[config.mk]
export PLATFORM = sky130hd
export DESIGN_NAME = random_budget_elimination_top_flat
export DESIGN_NICKNAME = d
export VERILOG_FILES = /design/src/rbe_pkg.sv /design/src/rbe_ifs.sv /design/src/rbe_front.sv /design/src/rbe_back.sv /design/src/random_budget_elimination_top.sv /design/src/flat_wrapper.sv
export VERILOG_INCLUDE_DIRS = /design/src /design/src/src
export SDC_FILE = /design/constraint.sdc
export NUM_CORES = 2
export LEC_CHECK = 0
export BUFFER_PORTS_ARGS = -buffer_cell sky130_fd_sc_hd__buf_4
export CORE_MARGIN = 1
export CORE_UTILIZATION = 45
export DETAILED_ROUTE_END_ITERATION = 10
export PLACE_DENSITY_LB_ADDON = 0.15
export SYNTH_ARGS = -nofsm -noshare
export SYNTH_HDL_FRONTEND = slang
export SYNTH_HIERARCHICAL = 1
export SYNTH_SLANG_ARGS = --single-unit
[constraint.sdc]
create_clock -name clk -period 6.4 [get_ports clk]
set_input_delay 0.32 -clock clk [delete_from_list [all_inputs] [get_ports clk]]
set_output_delay 0.32 -clock clk [all_outputs]
set_load 0.01 [all_outputs]
[src/random_budget_elimination_top_defines.svh]
// Assertion macros for the random budget elimination block.
// Used by modules that carry concurrent checks; needs clk and rst_n in scope.
`ifndef RANDOM_BUDGET_ELIMINATION_TOP_DEFINES_SVH
`define RANDOM_BUDGET_ELIMINATION_TOP_DEFINES_SVH

`define RBE_ASSERT(lbl, prop, msg) \
  lbl: assert property (@(posedge clk) disable iff (!rst_n) prop) else $error(msg);

`define RBE_ASSERT_IMP(lbl, ante, cons, msg) \
  lbl: assert property (@(posedge clk) disable iff (!rst_n) (ante) |-> (cons)) \
    else $error(msg);

`endif

[src/rbe_pkg.sv]
// Shared types and constants for random budget elimination.
// No dependencies.
package rbe_pkg;
  localparam int ACC_W = 40;
  localparam int CNT_W = 7;
  localparam int IDX_W = 6;
  localparam int MASK_W = 64;
  localparam logic [ACC_W-1:0] ACC_MAX = {ACC_W{1'b1}};

  localparam logic [1:0] REQ_LOAD  = 2'd0;
  localparam logic [1:0] REQ_START = 2'd1;
  localparam logic [1:0] REQ_DRAW  = 2'd2;

  localparam logic CFG_BUDGET = 1'b0;
  localparam logic CFG_TOTAL  = 1'b1;

  typedef enum logic [1:0] {
    CMD_NOP,
    CMD_LOAD,
    CMD_START,
    CMD_DRAW
  } cmd_t;

  typedef struct packed {
    cmd_t              cmd;
    logic [IDX_W-1:0]  idx;
    logic [31:0]       cost;
    logic              lock_in;
    logic              lock_out;
    logic [31:0]       frac;
  } qent_t;
endpackage

[src/rbe_ifs.sv]
// Valid/ready channel interfaces for request and result words.
// Depends on rbe_pkg.
interface rbe_in_if;
  logic                      valid;
  logic                      ready;
  logic [1:0]                req_type;
  logic [rbe_pkg::IDX_W-1:0] action_index;
  logic [31:0]               action_cost;
  logic                      lock_in;
  logic                      lock_out;
  logic [31:0]               random_fraction;
  modport source(output valid, req_type, action_index, action_cost, lock_in, lock_out,
                 random_fraction, input ready);
  modport sink(input valid, req_type, action_index, action_cost, lock_in, lock_out,
               random_fraction, output ready);
endinterface

interface rbe_out_if;
  logic                       valid;
  logic                       ready;
  logic                       removed_valid;
  logic [rbe_pkg::IDX_W-1:0]  removed_index;
  logic [rbe_pkg::ACC_W-1:0]  current_cost;
  logic [rbe_pkg::MASK_W-1:0] funded_mask;
  logic [rbe_pkg::CNT_W-1:0]  removable_left;
  logic                       solution_done;
  modport source(output valid, removed_valid, removed_index, current_cost, funded_mask,
                 removable_left, solution_done, input ready);
  modport sink(input valid, removed_valid, removed_index, current_cost, funded_mask,
               removable_left, solution_done, output ready);
endinterface

[src/rbe_front.sv]
// Front end: accepts request words, decodes them into commands, two-entry queue.
// Depends on rbe_pkg and rbe_ifs.
module rbe_front #(
  parameter int MAX_ACTIONS = 64
) (
  input  logic           clk,
  input  logic           rst_n,
  rbe_in_if.sink         in_ch,
  output rbe_pkg::qent_t q_ent,
  output logic           q_valid,
  input  logic           q_pop
);
  import rbe_pkg::*;

  qent_t       fifo_r [2];
  logic        wp_r, wp_nxt, rp_r, rp_nxt;
  logic [1:0]  cnt_r, cnt_nxt;
  logic        push;
  qent_t       dec;

  assign in_ch.ready = (cnt_r != 2'd2);
  assign push = in_ch.valid && in_ch.ready;
  assign q_valid = (cnt_r != 2'd0);
  assign q_ent = fifo_r[rp_r];

  always_comb begin
    dec.idx = in_ch.action_index;
    dec.cost = in_ch.action_cost;
    dec.lock_in = in_ch.lock_in;
    dec.lock_out = in_ch.lock_out;
    dec.frac = in_ch.random_fraction;
    unique case (in_ch.req_type)
      REQ_LOAD: begin
        if (32'(in_ch.action_index) < MAX_ACTIONS) dec.cmd = CMD_LOAD;
        else dec.cmd = CMD_NOP;
      end
      REQ_START: dec.cmd = CMD_START;
      REQ_DRAW:  dec.cmd = CMD_DRAW;
      default:   dec.cmd = CMD_NOP;
    endcase
  end

  always_comb begin
    wp_nxt = wp_r;
    rp_nxt = rp_r;
    cnt_nxt = cnt_r;
    if (push) begin
      wp_nxt = ~wp_r;
      cnt_nxt = cnt_nxt + 2'd1;
    end
    if (q_pop && q_valid) begin
      rp_nxt = ~rp_r;
      cnt_nxt = cnt_nxt - 2'd1;
    end
  end

  always_ff @(posedge clk) begin
    if (!rst_n) begin
      wp_r <= 1'b0;
      rp_r <= 1'b0;
      cnt_r <= 2'd0;
    end else begin
      wp_r <= wp_nxt;
      rp_r <= rp_nxt;
      cnt_r <= cnt_nxt;
    end
  end

  always_ff @(posedge clk) begin
    if (push) fifo_r[wp_r] <= dec;
  end
endmodule

[src/rbe_back.sv]
// Back end: sequencer with cost memory, start scan, rank select, result register.
// Depends on rbe_pkg, rbe_ifs and the assertion macro header.
`include "random_budget_elimination_top_defines.svh"
module rbe_back #(
  parameter int MAX_ACTIONS = 64,
  parameter int COST_BITS = 32
) (
  input  logic                      clk,
  input  logic                      rst_n,
  input  rbe_pkg::qent_t            q_ent,
  input  logic                      q_valid,
  output logic                      q_pop,
  input  logic                      cfg_we,
  input  logic                      cfg_index,
  input  logic [rbe_pkg::ACC_W-1:0] cfg_wdata,
  rbe_out_if.source                 out_ch
);
  import rbe_pkg::*;

  localparam int AW = (MAX_ACTIONS > 1) ? $clog2(MAX_ACTIONS) : 1;
  localparam int SW = (COST_BITS < 32) ? COST_BITS : 32;
  localparam logic [CNT_W-1:0] LAST = CNT_W'(MAX_ACTIONS - 1);
  localparam logic [CNT_W-1:0] MAXN = CNT_W'(MAX_ACTIONS);

  localparam logic [2:0] S_IDLE = 3'd0;
  localparam logic [2:0] S_SRD  = 3'd1;
  localparam logic [2:0] S_SACC = 3'd2;
  localparam logic [2:0] S_DSEL = 3'd3;
  localparam logic [2:0] S_DRD  = 3'd4;
  localparam logic [2:0] S_DSUB = 3'd5;
  localparam logic [2:0] S_FIN  = 3'd6;

  logic [SW-1:0]     cost_mem [MAX_ACTIONS];
  logic [SW-1:0]     rd_data_r;
  logic [AW-1:0]     rd_addr;

  logic [2:0]        st_r, st_nxt;
  logic [ACC_W-1:0]  budget_r, total_pad;
  logic [CNT_W-1:0]  total_r;
  logic [MASK_W-1:0] li_r, lo_r, rem_r, fund_r, srem_r;
  logic [ACC_W-1:0]  run_r, sum_r;
  logic [CNT_W-1:0]  cnt_r, scnt_r, scan_r, k_r, neff;
  logic [IDX_W-1:0]  a_r;
  logic              removed_r;
  logic [38:0]       prod;
  logic [ACC_W:0]    sum_add;
  logic [ACC_W-1:0]  cext;
  logic [MASK_W-1:0] act;
  logic              draw_ok;

  assign total_pad = '0;
  assign neff = (total_r > MAXN) ? MAXN : total_r;
  assign prod = 39'(q_ent.frac) * 39'(cnt_r);
  assign draw_ok = (run_r > budget_r) && (cnt_r != '0);
  assign cext = ACC_W'(rd_data_r);
  assign sum_add = {1'b0, sum_r} + {1'b0, cext};
  assign q_pop = (st_r == S_IDLE) && q_valid;
  assign rd_addr = (st_r == S_DRD) ? a_r[AW-1:0] : scan_r[AW-1:0];

  always_comb begin
    for (int i = 0; i < MASK_W; i++) act[i] = (CNT_W'(i) < neff) && (i < MAX_ACTIONS);
  end

  always_comb begin
    st_nxt = st_r;
    unique case (st_r)
      S_IDLE: begin
        if (q_valid) begin
          unique case (q_ent.cmd)
            CMD_START: st_nxt = S_SRD;
            CMD_DRAW:  st_nxt = draw_ok ? S_DSEL : S_FIN;
            default:   st_nxt = S_FIN;
          endcase
        end
      end
      S_SRD:  st_nxt = S_SACC;
      S_SACC: st_nxt = (scan_r == LAST) ? S_FIN : S_SRD;
      S_DSEL: st_nxt = (rem_r[scan_r[IDX_W-1:0]] && k_r == '0) ? S_DRD : S_DSEL;
      S_DRD:  st_nxt = S_DSUB;
      S_DSUB: st_nxt = S_FIN;
      S_FIN:  st_nxt = (!out_ch.valid || out_ch.ready) ? S_IDLE : S_FIN;
      default: st_nxt = S_IDLE;
    endcase
  end

  always_ff @(posedge clk) begin
    if (!rst_n) begin
      st_r <= S_IDLE;
      budget_r <= '0;
      total_r <= MAXN | CNT_W'(total_pad);
      li_r <= '0;
      lo_r <= '0;
      rem_r <= '0;
      fund_r <= '1;
      run_r <= '0;
      cnt_r <= '0;
      removed_r <= 1'b0;
      out_ch.valid <= 1'b0;
    end else begin
      st_r <= st_nxt;
      if (cfg_we) begin
        if (cfg_index == CFG_BUDGET) budget_r <= cfg_wdata;
        else total_r <= cfg_wdata[CNT_W-1:0];
      end
      if (st_r == S_FIN && (!out_ch.valid || out_ch.ready)) out_ch.valid <= 1'b1;
      else if (out_ch.valid && out_ch.ready) out_ch.valid <= 1'b0;
      unique case (st_r)
        S_IDLE: begin
          removed_r <= 1'b0;
          scan_r <= '0;
          sum_r <= '0;
          scnt_r <= '0;
          srem_r <= '0;
          k_r <= prod[38:32];
          if (q_valid && q_ent.cmd == CMD_LOAD) begin
            li_r[q_ent.idx] <= q_ent.lock_in;
            lo_r[q_ent.idx] <= q_ent.lock_out;
          end
        end
        S_SACC: begin
          if (act[scan_r[IDX_W-1:0]] && !lo_r[scan_r[IDX_W-1:0]]) begin
            sum_r <= sum_add[ACC_W] ? ACC_MAX : sum_add[ACC_W-1:0];
            if (!li_r[scan_r[IDX_W-1:0]] && rd_data_r != '0) begin
              srem_r[scan_r[IDX_W-1:0]] <= 1'b1;
              scnt_r <= scnt_r + CNT_W'(1);
            end
          end
          scan_r <= scan_r + CNT_W'(1);
          if (scan_r == LAST) begin
            fund_r <= act & ~lo_r;
            run_r <= (act[scan_r[IDX_W-1:0]] && !lo_r[scan_r[IDX_W-1:0]])
                     ? (sum_add[ACC_W] ? ACC_MAX : sum_add[ACC_W-1:0]) : sum_r;
            rem_r <= srem_r | ((act[scan_r[IDX_W-1:0]] && !lo_r[scan_r[IDX_W-1:0]] &&
                     !li_r[scan_r[IDX_W-1:0]] && rd_data_r != '0)
                     ? (MASK_W'(1) << scan_r[IDX_W-1:0]) : '0);
            cnt_r <= scnt_r + ((act[scan_r[IDX_W-1:0]] && !lo_r[scan_r[IDX_W-1:0]] &&
                     !li_r[scan_r[IDX_W-1:0]] && rd_data_r != '0) ? CNT_W'(1) : '0);
          end
        end
        S_DSEL: begin
          if (rem_r[scan_r[IDX_W-1:0]]) begin
            if (k_r == '0) a_r <= scan_r[IDX_W-1:0];
            else k_r <= k_r - CNT_W'(1);
          end
          scan_r <= scan_r + CNT_W'(1);
        end
        S_DSUB: begin
          run_r <= (run_r > cext) ? run_r - cext : '0;
          rem_r[a_r] <= 1'b0;
          fund_r[a_r] <= 1'b0;
          cnt_r <= cnt_r - CNT_W'(1);
          removed_r <= 1'b1;
        end
        default: ;
      endcase
    end
  end

  always_ff @(posedge clk) begin
    if (st_r == S_FIN && (!out_ch.valid || out_ch.ready)) begin
      out_ch.removed_valid <= removed_r;
      out_ch.removed_index <= removed_r ? a_r : '0;
      out_ch.current_cost <= run_r;
      out_ch.funded_mask <= fund_r;
      out_ch.removable_left <= cnt_r;
      out_ch.solution_done <= (run_r <= budget_r) || (cnt_r == '0);
    end
  end

  always_ff @(posedge clk) begin
    if (st_r == S_IDLE && q_valid && q_ent.cmd == CMD_LOAD)
      cost_mem[q_ent.idx[AW-1:0]] <= SW'(q_ent.cost);
    rd_data_r <= cost_mem[rd_addr];
  end

  `RBE_ASSERT(a_cnt_match, (st_r != S_IDLE) || (cnt_r == CNT_W'($countones(rem_r))), "cnt")
  `RBE_ASSERT_IMP(a_rem_funded, st_r == S_DSUB, fund_r[a_r] && rem_r[a_r], "removing unfunded action")
  `RBE_ASSERT_IMP(a_sel_bound, st_r == S_DSEL, scan_r < MAXN, "rank select overran mask")
  `RBE_ASSERT_IMP(a_no_pop_busy, st_r != S_IDLE, !q_pop, "pop while busy")
endmodule

[src/random_budget_elimination_top.sv]
// Random budget elimination: load/nop update state and report; start scans all cost entries;
// draw: report if nothing to remove, else serial rank select, then cost read and subtract.
// One request in work at a time; a two-word queue keeps accepting meanwhile.
// A result still waiting on out_ch.ready holds the back end in S_FIN until it is taken.
// Synchronous active-low reset clears control state, lock/removable masks and running cost.
// Depends on rbe_pkg, rbe_ifs, rbe_front, rbe_back.
module random_budget_elimination_top #(
  parameter int MAX_ACTIONS = 64,
  parameter int COST_BITS = 32
) (
  input  logic                      clk,
  input  logic                      rst_n,
  rbe_in_if.sink                    in_ch,
  rbe_out_if.source                 out_ch,
  input  logic                      cfg_we,
  input  logic                      cfg_index,
  input  logic [rbe_pkg::ACC_W-1:0] cfg_wdata
);
  import rbe_pkg::*;

  qent_t q_ent;
  logic  q_valid, q_pop;

  rbe_front #(.MAX_ACTIONS(MAX_ACTIONS)) u_front (
    .clk, .rst_n, .in_ch, .q_ent, .q_valid, .q_pop
  );

  rbe_back #(.MAX_ACTIONS(MAX_ACTIONS), .COST_BITS(COST_BITS)) u_back (
    .clk, .rst_n, .q_ent, .q_valid, .q_pop, .cfg_we, .cfg_index, .cfg_wdata, .out_ch
  );
endmodule

[src/flat_wrapper.sv]
// flat-port wrapper written by rule: the top's interface ports become plain ports
module random_budget_elimination_top_flat import rbe_pkg::*;
#(
  parameter int MAX_ACTIONS = 64,
  parameter int COST_BITS = 32
)
  (clk, rst_n, cfg_we, cfg_index, cfg_wdata, in_ch_valid, in_ch_req_type, in_ch_action_index, in_ch_action_cost, in_ch_lock_in, in_ch_lock_out, in_ch_random_fraction, in_ch_ready, out_ch_valid, out_ch_removed_valid, out_ch_removed_index, out_ch_current_cost, out_ch_funded_mask, out_ch_removable_left, out_ch_solution_done, out_ch_ready);
  rbe_in_if in_ch_i ();
  rbe_out_if out_ch_i ();
  input  logic clk;
  input  logic rst_n;
  input  logic cfg_we;
  input  logic cfg_index;
  input  logic [rbe_pkg::ACC_W-1:0] cfg_wdata;
  input wire logic [$bits(in_ch_i.valid)-1:0] in_ch_valid;
  input wire logic [$bits(in_ch_i.req_type)-1:0] in_ch_req_type;
  input wire logic [$bits(in_ch_i.action_index)-1:0] in_ch_action_index;
  input wire logic [$bits(in_ch_i.action_cost)-1:0] in_ch_action_cost;
  input wire logic [$bits(in_ch_i.lock_in)-1:0] in_ch_lock_in;
  input wire logic [$bits(in_ch_i.lock_out)-1:0] in_ch_lock_out;
  input wire logic [$bits(in_ch_i.random_fraction)-1:0] in_ch_random_fraction;
  output wire logic [$bits(in_ch_i.ready)-1:0] in_ch_ready;
  output wire logic [$bits(out_ch_i.valid)-1:0] out_ch_valid;
  output wire logic [$bits(out_ch_i.removed_valid)-1:0] out_ch_removed_valid;
  output wire logic [$bits(out_ch_i.removed_index)-1:0] out_ch_removed_index;
  output wire logic [$bits(out_ch_i.current_cost)-1:0] out_ch_current_cost;
  output wire logic [$bits(out_ch_i.funded_mask)-1:0] out_ch_funded_mask;
  output wire logic [$bits(out_ch_i.removable_left)-1:0] out_ch_removable_left;
  output wire logic [$bits(out_ch_i.solution_done)-1:0] out_ch_solution_done;
  input wire logic [$bits(out_ch_i.ready)-1:0] out_ch_ready;
  assign in_ch_i.valid = in_ch_valid;
  assign in_ch_i.req_type = in_ch_req_type;
  assign in_ch_i.action_index = in_ch_action_index;
  assign in_ch_i.action_cost = in_ch_action_cost;
  assign in_ch_i.lock_in = in_ch_lock_in;
  assign in_ch_i.lock_out = in_ch_lock_out;
  assign in_ch_i.random_fraction = in_ch_random_fraction;
  assign in_ch_ready = in_ch_i.ready;
  assign out_ch_valid = out_ch_i.valid;
  assign out_ch_removed_valid = out_ch_i.removed_valid;
  assign out_ch_removed_index = out_ch_i.removed_index;
  assign out_ch_current_cost = out_ch_i.current_cost;
  assign out_ch_funded_mask = out_ch_i.funded_mask;
  assign out_ch_removable_left = out_ch_i.removable_left;
  assign out_ch_solution_done = out_ch_i.solution_done;
  assign out_ch_i.ready = out_ch_ready;
  random_budget_elimination_top #(.MAX_ACTIONS(MAX_ACTIONS), .COST_BITS(COST_BITS)) u_core (.clk(clk), .rst_n(rst_n), .in_ch(in_ch_i), .out_ch(out_ch_i), .cfg_we(cfg_we), .cfg_index(cfg_index), .cfg_wdata(cfg_wdata));
endmodule
### After elaboration in Yosys (flattened, before gate mapping)

Memories as Yosys holds them, arrays and structs flattened. A register that Yosys moved wholly into a read port is not among the register bits.
Cells that the tools add are included.
Widths: inputs -> output; s select.

* flip-flop bits (word level): 609
* RAM bits: 2196
* input bits: 120
* output and inout bits: 121
* logic and storage cells: 247
* memories: 2

Memory list
* u_core.u_back.cost_mem: depth 64, width 32, rd ports 1, clocked after Yosys merged registers in 1, wr ports 1, RTL line rbe_back.sv:33 `logic [SW-1:0] cost_mem [MAX_ACTIONS];`
* u_core.u_front.fifo_r: depth 2, width 74, rd ports 1, clocked after Yosys merged registers in 1, wr ports 1, RTL line rbe_front.sv:15 `qent_t fifo_r [2];`

* add/subtract/negate cells: 9
* multipliers: 1
* $lt $le $gt $ge: 74
* equal/unequal tests: 19
* shift operators: 1
* muxes and demuxes: 61
* bitwise gates (word level): 10
* reduce and logical (&&, ||, !) cells: 44

Operators with widths (number)
* $pmux 64 s2: 3
* $mux 64: 5
* $lt 6x7->1 const A: 32
* $and 64x64->64: 3
* $mux 40: 4
* $pmux 40 s2: 2
* $bwmux 64: 2
* $not 64->64: 2
* $or 64x64->64: 2
* $lt 5x7->1 const A: 16
* $shl 1x6->64 const A: 1
* $lt 4x7->1 const A: 8
* $pmux 7 s2: 4
* $mux 7: 6
* $add 40x32->41: 1
* $gt 40x32->1: 1
* $gt 40x40->1: 1
* $le 40x40->1: 1
* $sub 40x32->40: 1
* $mul 32x7->39: 1
* $reduce_bool 32->1: 1
* $lt 3x7->1 const A: 4
* $bmux 1 s6: 4
* $lt 6x7->1 const B: 3
* other kinds (37): 111

### Logic depth before layout (Yosys ltp)

* depth after elaboration: 12
* mapped depth: 23
* mapped depth without buffers: 21

### Modules after synthesis

The synthesis kept the hierarchy.

Modules (own cells, without submodules)
* rbe_back: times used 1, cells each 10249, area an instance 119026.7 um^2, seq. area each 76753.6 um^2
* rbe_front: times used 1, cells each 268, area an instance 5660.4 um^2, seq. area each 4544.4 um^2

### Worst setup path after synthesis

No wires, ideal clock.

* kind: flip-flop to flip-flop
* from: reg u_core.u_back.st_r[1]
* to: reg u_core.u_back.out_ch.current_cost[0], enable pin
* setup time: 0.611 ns
* arrival time: 6.166 ns
* data required time: 5.789 ns
* slack: -0.377 ns
* stages on the path, launching flop included: 5
* buffers on the path: 2
* clock period less this slack: 6.777 ns
* cells stage by stage: dfxtp_1 > clkbuf_1 > clkbuf_1 > nand3b_1 > nor2b_1

* longest elaborated chain between the ends: 2

Ends and longest elaborated chain
* start: declaration: RTL line rbe_back.sv:37 `logic [2:0] st_r, st_nxt;`
* start signal: assignment: RTL line rbe_back.sv:100 `st_r <= st_nxt;`
* $eq 3x3->1: RTL line rbe_back.sv:160 `if (st_r == S_FIN && (!out_ch.valid || out_ch.ready)) begin`
* $logic_and 1x1->1: RTL line rbe_back.sv:160
* end signal: assignment: RTL line rbe_back.sv:163 `out_ch.current_cost <= run_r;`
* end: declaration: RTL line rbe_ifs.sv:27 `modport source(output valid, removed_valid, removed_index, current_cost, funded_mask,`

No other way between the ends.
A chain may end at the register's enable or synchronous reset.

==> impl_results.rst <==
.. list-table::
   :header-rows: 1

   * - Metric
     - Value
   * - Kind of end point of the critical path
     - flop
   * - Ratio of routed vias to standard cells
     - 5.99
   * - Number of cells on the worst hold path
     - 4
   * - Deepest level of the CTS H-tree
     - 5
   * - Arr. time, crit path
     - 6630 ps
   * - First-pass iteration count of the detailed router
     - 8
   * - Yosys cell types
     - 99
   * - Share of power burned in combinational logic
     - 35.1%
   * - Sequential fraction of the synthesis area
     - 65.2%
   * - Antenna-violating nets left
     - 0
   * - Congestion Overflow GR
     - 0
   * - Summed instance area of the synthesized netlist
     - 125000 um^2
   * - Cell-by-cell trace of the critical path
     - buf_12 > mux2_2 > and2_1 > fa_1 > fa_1 > fa_1 > inv_1 > fa_1 > inv_1 > ha_1 > a21o_1 > a21o_1 > a21oi_1 > nor2_1 > o31ai_4 > o41ai_1 > buf_4 > a21oi_1 > a21o_1 > nor3b_1 > o31ai_1
   * - Number of antenna violations at the first check in global routing
     - 7
   * - Portion of netlist area occupied by mux cells
     - 1.62%
   * - Synthesis-to-layout area growth
     - 14.7%
   * - Result of the run
     - completed
   * - HPWL after detailed placement
     - 250000 um
   * - Startpoint Class
     - flop
   * - Most frequent cells after synthesis
     - nand2_1 (2494), edfxtp_1 (2446), nand3_1 (612)
   * - Worst hold path type
     - input port to flop
   * - Vias in the first global route
     - 85300
   * - Synth area leaders
     - edfxtp_1 (59%), nand2_1 (7.5%), dfxtp_1 (6.3%)
   * - Total net switching power
     - 0.0235 W
   * - Pleak
     - 51.7 nW
   * - XOR/XNOR share of the synthesized area
     - 0.583%
   * - Non-filler cells, final
     - 14800
   * - Synthesized instance count
     - 10500
   * - Peak Freq
     - 165 MHz
   * - Overall die height
     - 528 um
   * - Warning count from the yosys run
     - 6
   * - Routed length per placed instance
     - 27.4 um
   * - Clk_lat worst skew
     - 880 ps
   * - Largest fanout of any net on the critical path
     - 7
   * - Top cell type by total area after synthesis
     - edfxtp_1
   * - Max stage delay cell, worst path
     - fa_1
   * - Post-synth net total
     - 11000
   * - Vias after detailed routing
     - 88500
   * - RSZ-0062 raised after global routing
     - false
   * - Worst Max-Slew Pin Slew
     - 1310 ps
   * - Worst clock skew
     - 54.4 ps
   * - DRC violation count after routing
     - 0
   * - Most numerous cell in the Yosys netlist
     - nand2_1
   * - Most Frequent Cell on Critical Path
     - fa_1
   * - Number of flops mapped to enable cells by yosys
     - 2446
   * - Peak supply drop
     - 0.000284 V
   * - Horizontal die dimension
     - 528 um
   * - Number of clock buffers inserted by TritonCTS
     - 308
   * - Dpl cells
     - 14100
   * - Power per unit of standard cell area
     - 436 nW/um^2
   * - Synthesized-area fraction occupied by and/or/nand/nor cells
     - 15.0%
   * - Mean area per synthesized cell
     - 11.9 um^2
   * - Iteration-0 DRC count of the detailed router
     - 10300
   * - Switching Fraction
     - 37.6%
   * - Int Pwr
     - 0.0389 W
   * - Pin count of the biggest net entering global routing
     - 152
   * - Sequential cell fraction of total power
     - 37.3%
   * - Family with the most delay on the worst path
     - adder cells
   * - Port buffer count
     - 240
   * - Clock Tree Root
     - clkbuf_16
   * - Filler cell count
     - 23500
   * - Endpoint required time on the critical path
     - 6970 ps
   * - Reg-to-reg critical path endpoint
     - u_core/u_back/k_r[5]
   * - Area share of the largest cell type after synthesis
     - 58.9%
   * - Synthesized-area fraction occupied by ao, oa, aoi and oai cells
     - 10.1%
   * - First-pass GRT wire length
     - 588000 um
   * - Hold Violations, Final
     - 0
   * - Core area
     - 275000 um^2
   * - Synthesized-area fraction occupied by adder cells
     - 4.16%
   * - HP Start
     - in_ch_valid
   * - Hold EP
     - u_core/u_front/wp_r
   * - Worst-path clk slew
     - 60 ps
   * - Final wirelength
     - 404000 um
   * - Setup TNS
     - 0 ps
   * - Clock Sink Count
     - 2838
   * - Share of post-route cells with drive strength above 1
     - 11.6%
   * - Most used flip-flop cell after synthesis
     - edfxtp_1
   * - Final worst path period share
     - 94.6%
   * - Reg2Reg Setup Slack
     - 340 ps
   * - GRT Resource Usage Total
     - 28.4%
   * - Seq cells post-synth
     - 2838
   * - Path depth of the worst reg2reg path
     - 21
   * - Top-Level Pins
     - 241
   * - Final number of setup-violating endpoints
     - 0
   * - Die area
     - 279000 um^2
   * - CTS tree
     - done
   * - Share of async-settable or async-resettable flops after synthesis
     - 0%
   * - CP Class
     - flop to flop
   * - Main combinational cell family by area after synthesis
     - simple AND/OR/NAND/NOR gates
   * - Post-layout net count
     - 11300
   * - Post-Route Utilization
     - 52.1%
   * - Global placer's final weighted congestion
     - 0.966
   * - Bufs on Longest Clock Path
     - 4
   * - Total number of placement rows
     - 192
   * - Number of buffer and inverter stages on the critical path
     - 4
   * - Max-slew violation count
     - 0
   * - Initial standard-cell utilization of the core
     - 45.4%
   * - Shortest period the worst path allows
     - 6060 ps
   * - Maximum capacitance violations
     - 0
   * - Relative contribution of the clock network to total power
     - 27.6%
   * - Slowest cell delay on critical path
     - 570 ps
   * - Worst-case headroom to the max-slew limit
     - 12.4%
[worst register-to-register path, cell delays in order, from the launching register on]
cell and delay [ps]:
dfxtp_4 430, buf_12 160, mux2_2 410, and2_1 200, fa_1 570, fa_1 450
fa_1 540, inv_1 50, fa_1 530, inv_1 40, ha_1 300, a21o_1 180
a21o_1 170, a21oi_1 250, nor2_1 120, o31ai_4 320, o41ai_1 160, buf_4 170
a21oi_1 170, a21o_1 220, nor3b_1 250, o31ai_1 100
[cell type report]
| cell class | count | area, um^2 | area share [%] |
|---|---|---|---|
| Antenna cell | 4 | 10.0 | 0.00700 |
| Clock buffer | 425 | 8490 | 5.93 |
| Clock inverter | 127 | 1090 | 0.765 |
| Inverter | 277 | 1050 | 0.732 |
| Multi-Input combinational cell | 6663 | 39700 | 27.8 |
| Sequential cell | 2838 | 81300 | 56.8 |
| Tap cell | 3686 | 4610 | 3.22 |
| Timing Repair Buffer | 754 | 6750 | 4.72 |
[cell families after synthesis]
logic type / after synthesis
AOI/OAI and AO/OA: 1834
xor gates and xnor gates: 83
adders and majority gates: 325
buffers and inverters: 1016
DFF: 2838
muxes: 180
and+or+nand+nor: 4241
[cells in the final DEF (no fill, tap or decap), types with 48 or more instances in the layout]
cell type / netlist / final
mux2_2: 86 / 88
xnor2_1: 49 / 49
nand3_1: 612 / 612
and2_1: 209 / 208
buf_4: 16 / 570
dfxtp_1: 392 / 390
edfxtp_1: 2446 / 2446
and3_1: 292 / 292
ha_1: 175 / 175
nor3_1: 91 / 88
clkinv_1: 0 / 50
a31oi_1: 164 / 164
clkbuf_1: 581 / 88
dlygate4sd3_1: 0 / 121
nand2_1: 2494 / 2493
nor2_1: 344 / 308
o21ai_0: 193 / 193
clkbuf_16: 0 / 315
mux2i_1: 78 / 75
buf_12: 0 / 63
a311oi_1: 447 / 447
a211oi_1: 138 / 138
a21oi_1: 517 / 513
a21o_1: 50 / 48
fa_1: 150 / 150
inv_1: 276 / 243
[what timing repair did]
action | 4_1_cts | 5_1_grt
gates resized for setup | 1 | 4
hold buffers | 121 | 0
setup buffers | 0 | 1
hold endpoints to repair | 213 | 0
setup endpoints to repair | 1 | 6
[stage by stage]
stage          worst slack, ps  total power (W)  hold slack (ps)  instance area, um^2
2_1_floorplan              701           0.0361              406               125000
3_3_place_gp              89.0           0.0449              420               132000
3_5_place_dp              10.7           0.0451              416               132000
4_1_cts                   74.6           0.0624             11.0               143000
5_1_grt                   14.2           0.0649             77.8               143000
6_report                   342           0.0624             79.1               143000
[sequential cells by signal, summed over array words and instances, names as in the netlist, 2 cells and up, named ones only]
name,flops
u_core/u_back/a_r,6
u_core/u_back/budget_r,40
u_core/u_back/cnt_r,7
u_core/u_back/cost_mem,2048
u_core/u_back/fund_r,64
u_core/u_back/k_r,7
u_core/u_back/li_r,64
u_core/u_back/lo_r,64
u_core/u_back/out_ch.current_cost,40
u_core/u_back/out_ch.funded_mask,64
u_core/u_back/out_ch.removable_left,7
u_core/u_back/out_ch.removed_index,6
u_core/u_back/rd_data_r,32
u_core/u_back/rem_r,64
u_core/u_back/run_r,40
u_core/u_back/scan_r,7
u_core/u_back/scnt_r,7
u_core/u_back/srem_r,64
u_core/u_back/st_r,3
u_core/u_back/sum_r,40
u_core/u_back/total_r,7
u_core/u_front/cnt_r,2
u_core/u_front/fifo_r,148
[worst max-delay path by stage]
stage | cells after the start | slack, ps | from | end
after floorplan | 3 | 700 | u_core/u_back/st_r[0] | u_core/u_back/scnt_r[0]
after global placement | 20 | 90 | flop | u_core/u_back/k_r[4]
after detailed placement | 20 | 10 | flop | u_core/u_back/k_r[5]
after CTS | 22 | 70 | flop | u_core/u_back/k_r[5]
after global routing | 20 | 10 | flop | u_core/u_back/k_r[5]
final | 21 | 340 | flop | u_core/u_back/k_r[5]
[power by group through the flow]
stage | combinational (W) | sequential, W | clock (W)
2_1_floorplan | 0.0130 | 0.0232 | 0
3_3_place_gp | 0.0213 | 0.0236 | 0
3_5_place_dp | 0.0215 | 0.0236 | 0
4_1_cts | 0.0217 | 0.0232 | 0.0175
5_1_grt | 0.0234 | 0.0233 | 0.0182
6_report | 0.0219 | 0.0232 | 0.0172
[per-layer routing]
| layer | track usage (%) | share of wire [%] |
|---|---|---|
| met2 | 44.6 | 46 |
| met1 | 40.3 | 43 |
| met3 | 3.94 | 8.0 |
| met4 | 9.82 | 3.6 |
| met5 | 0 | 0.0032 |
Note: power is estimated with default switching activity, not from simulation.
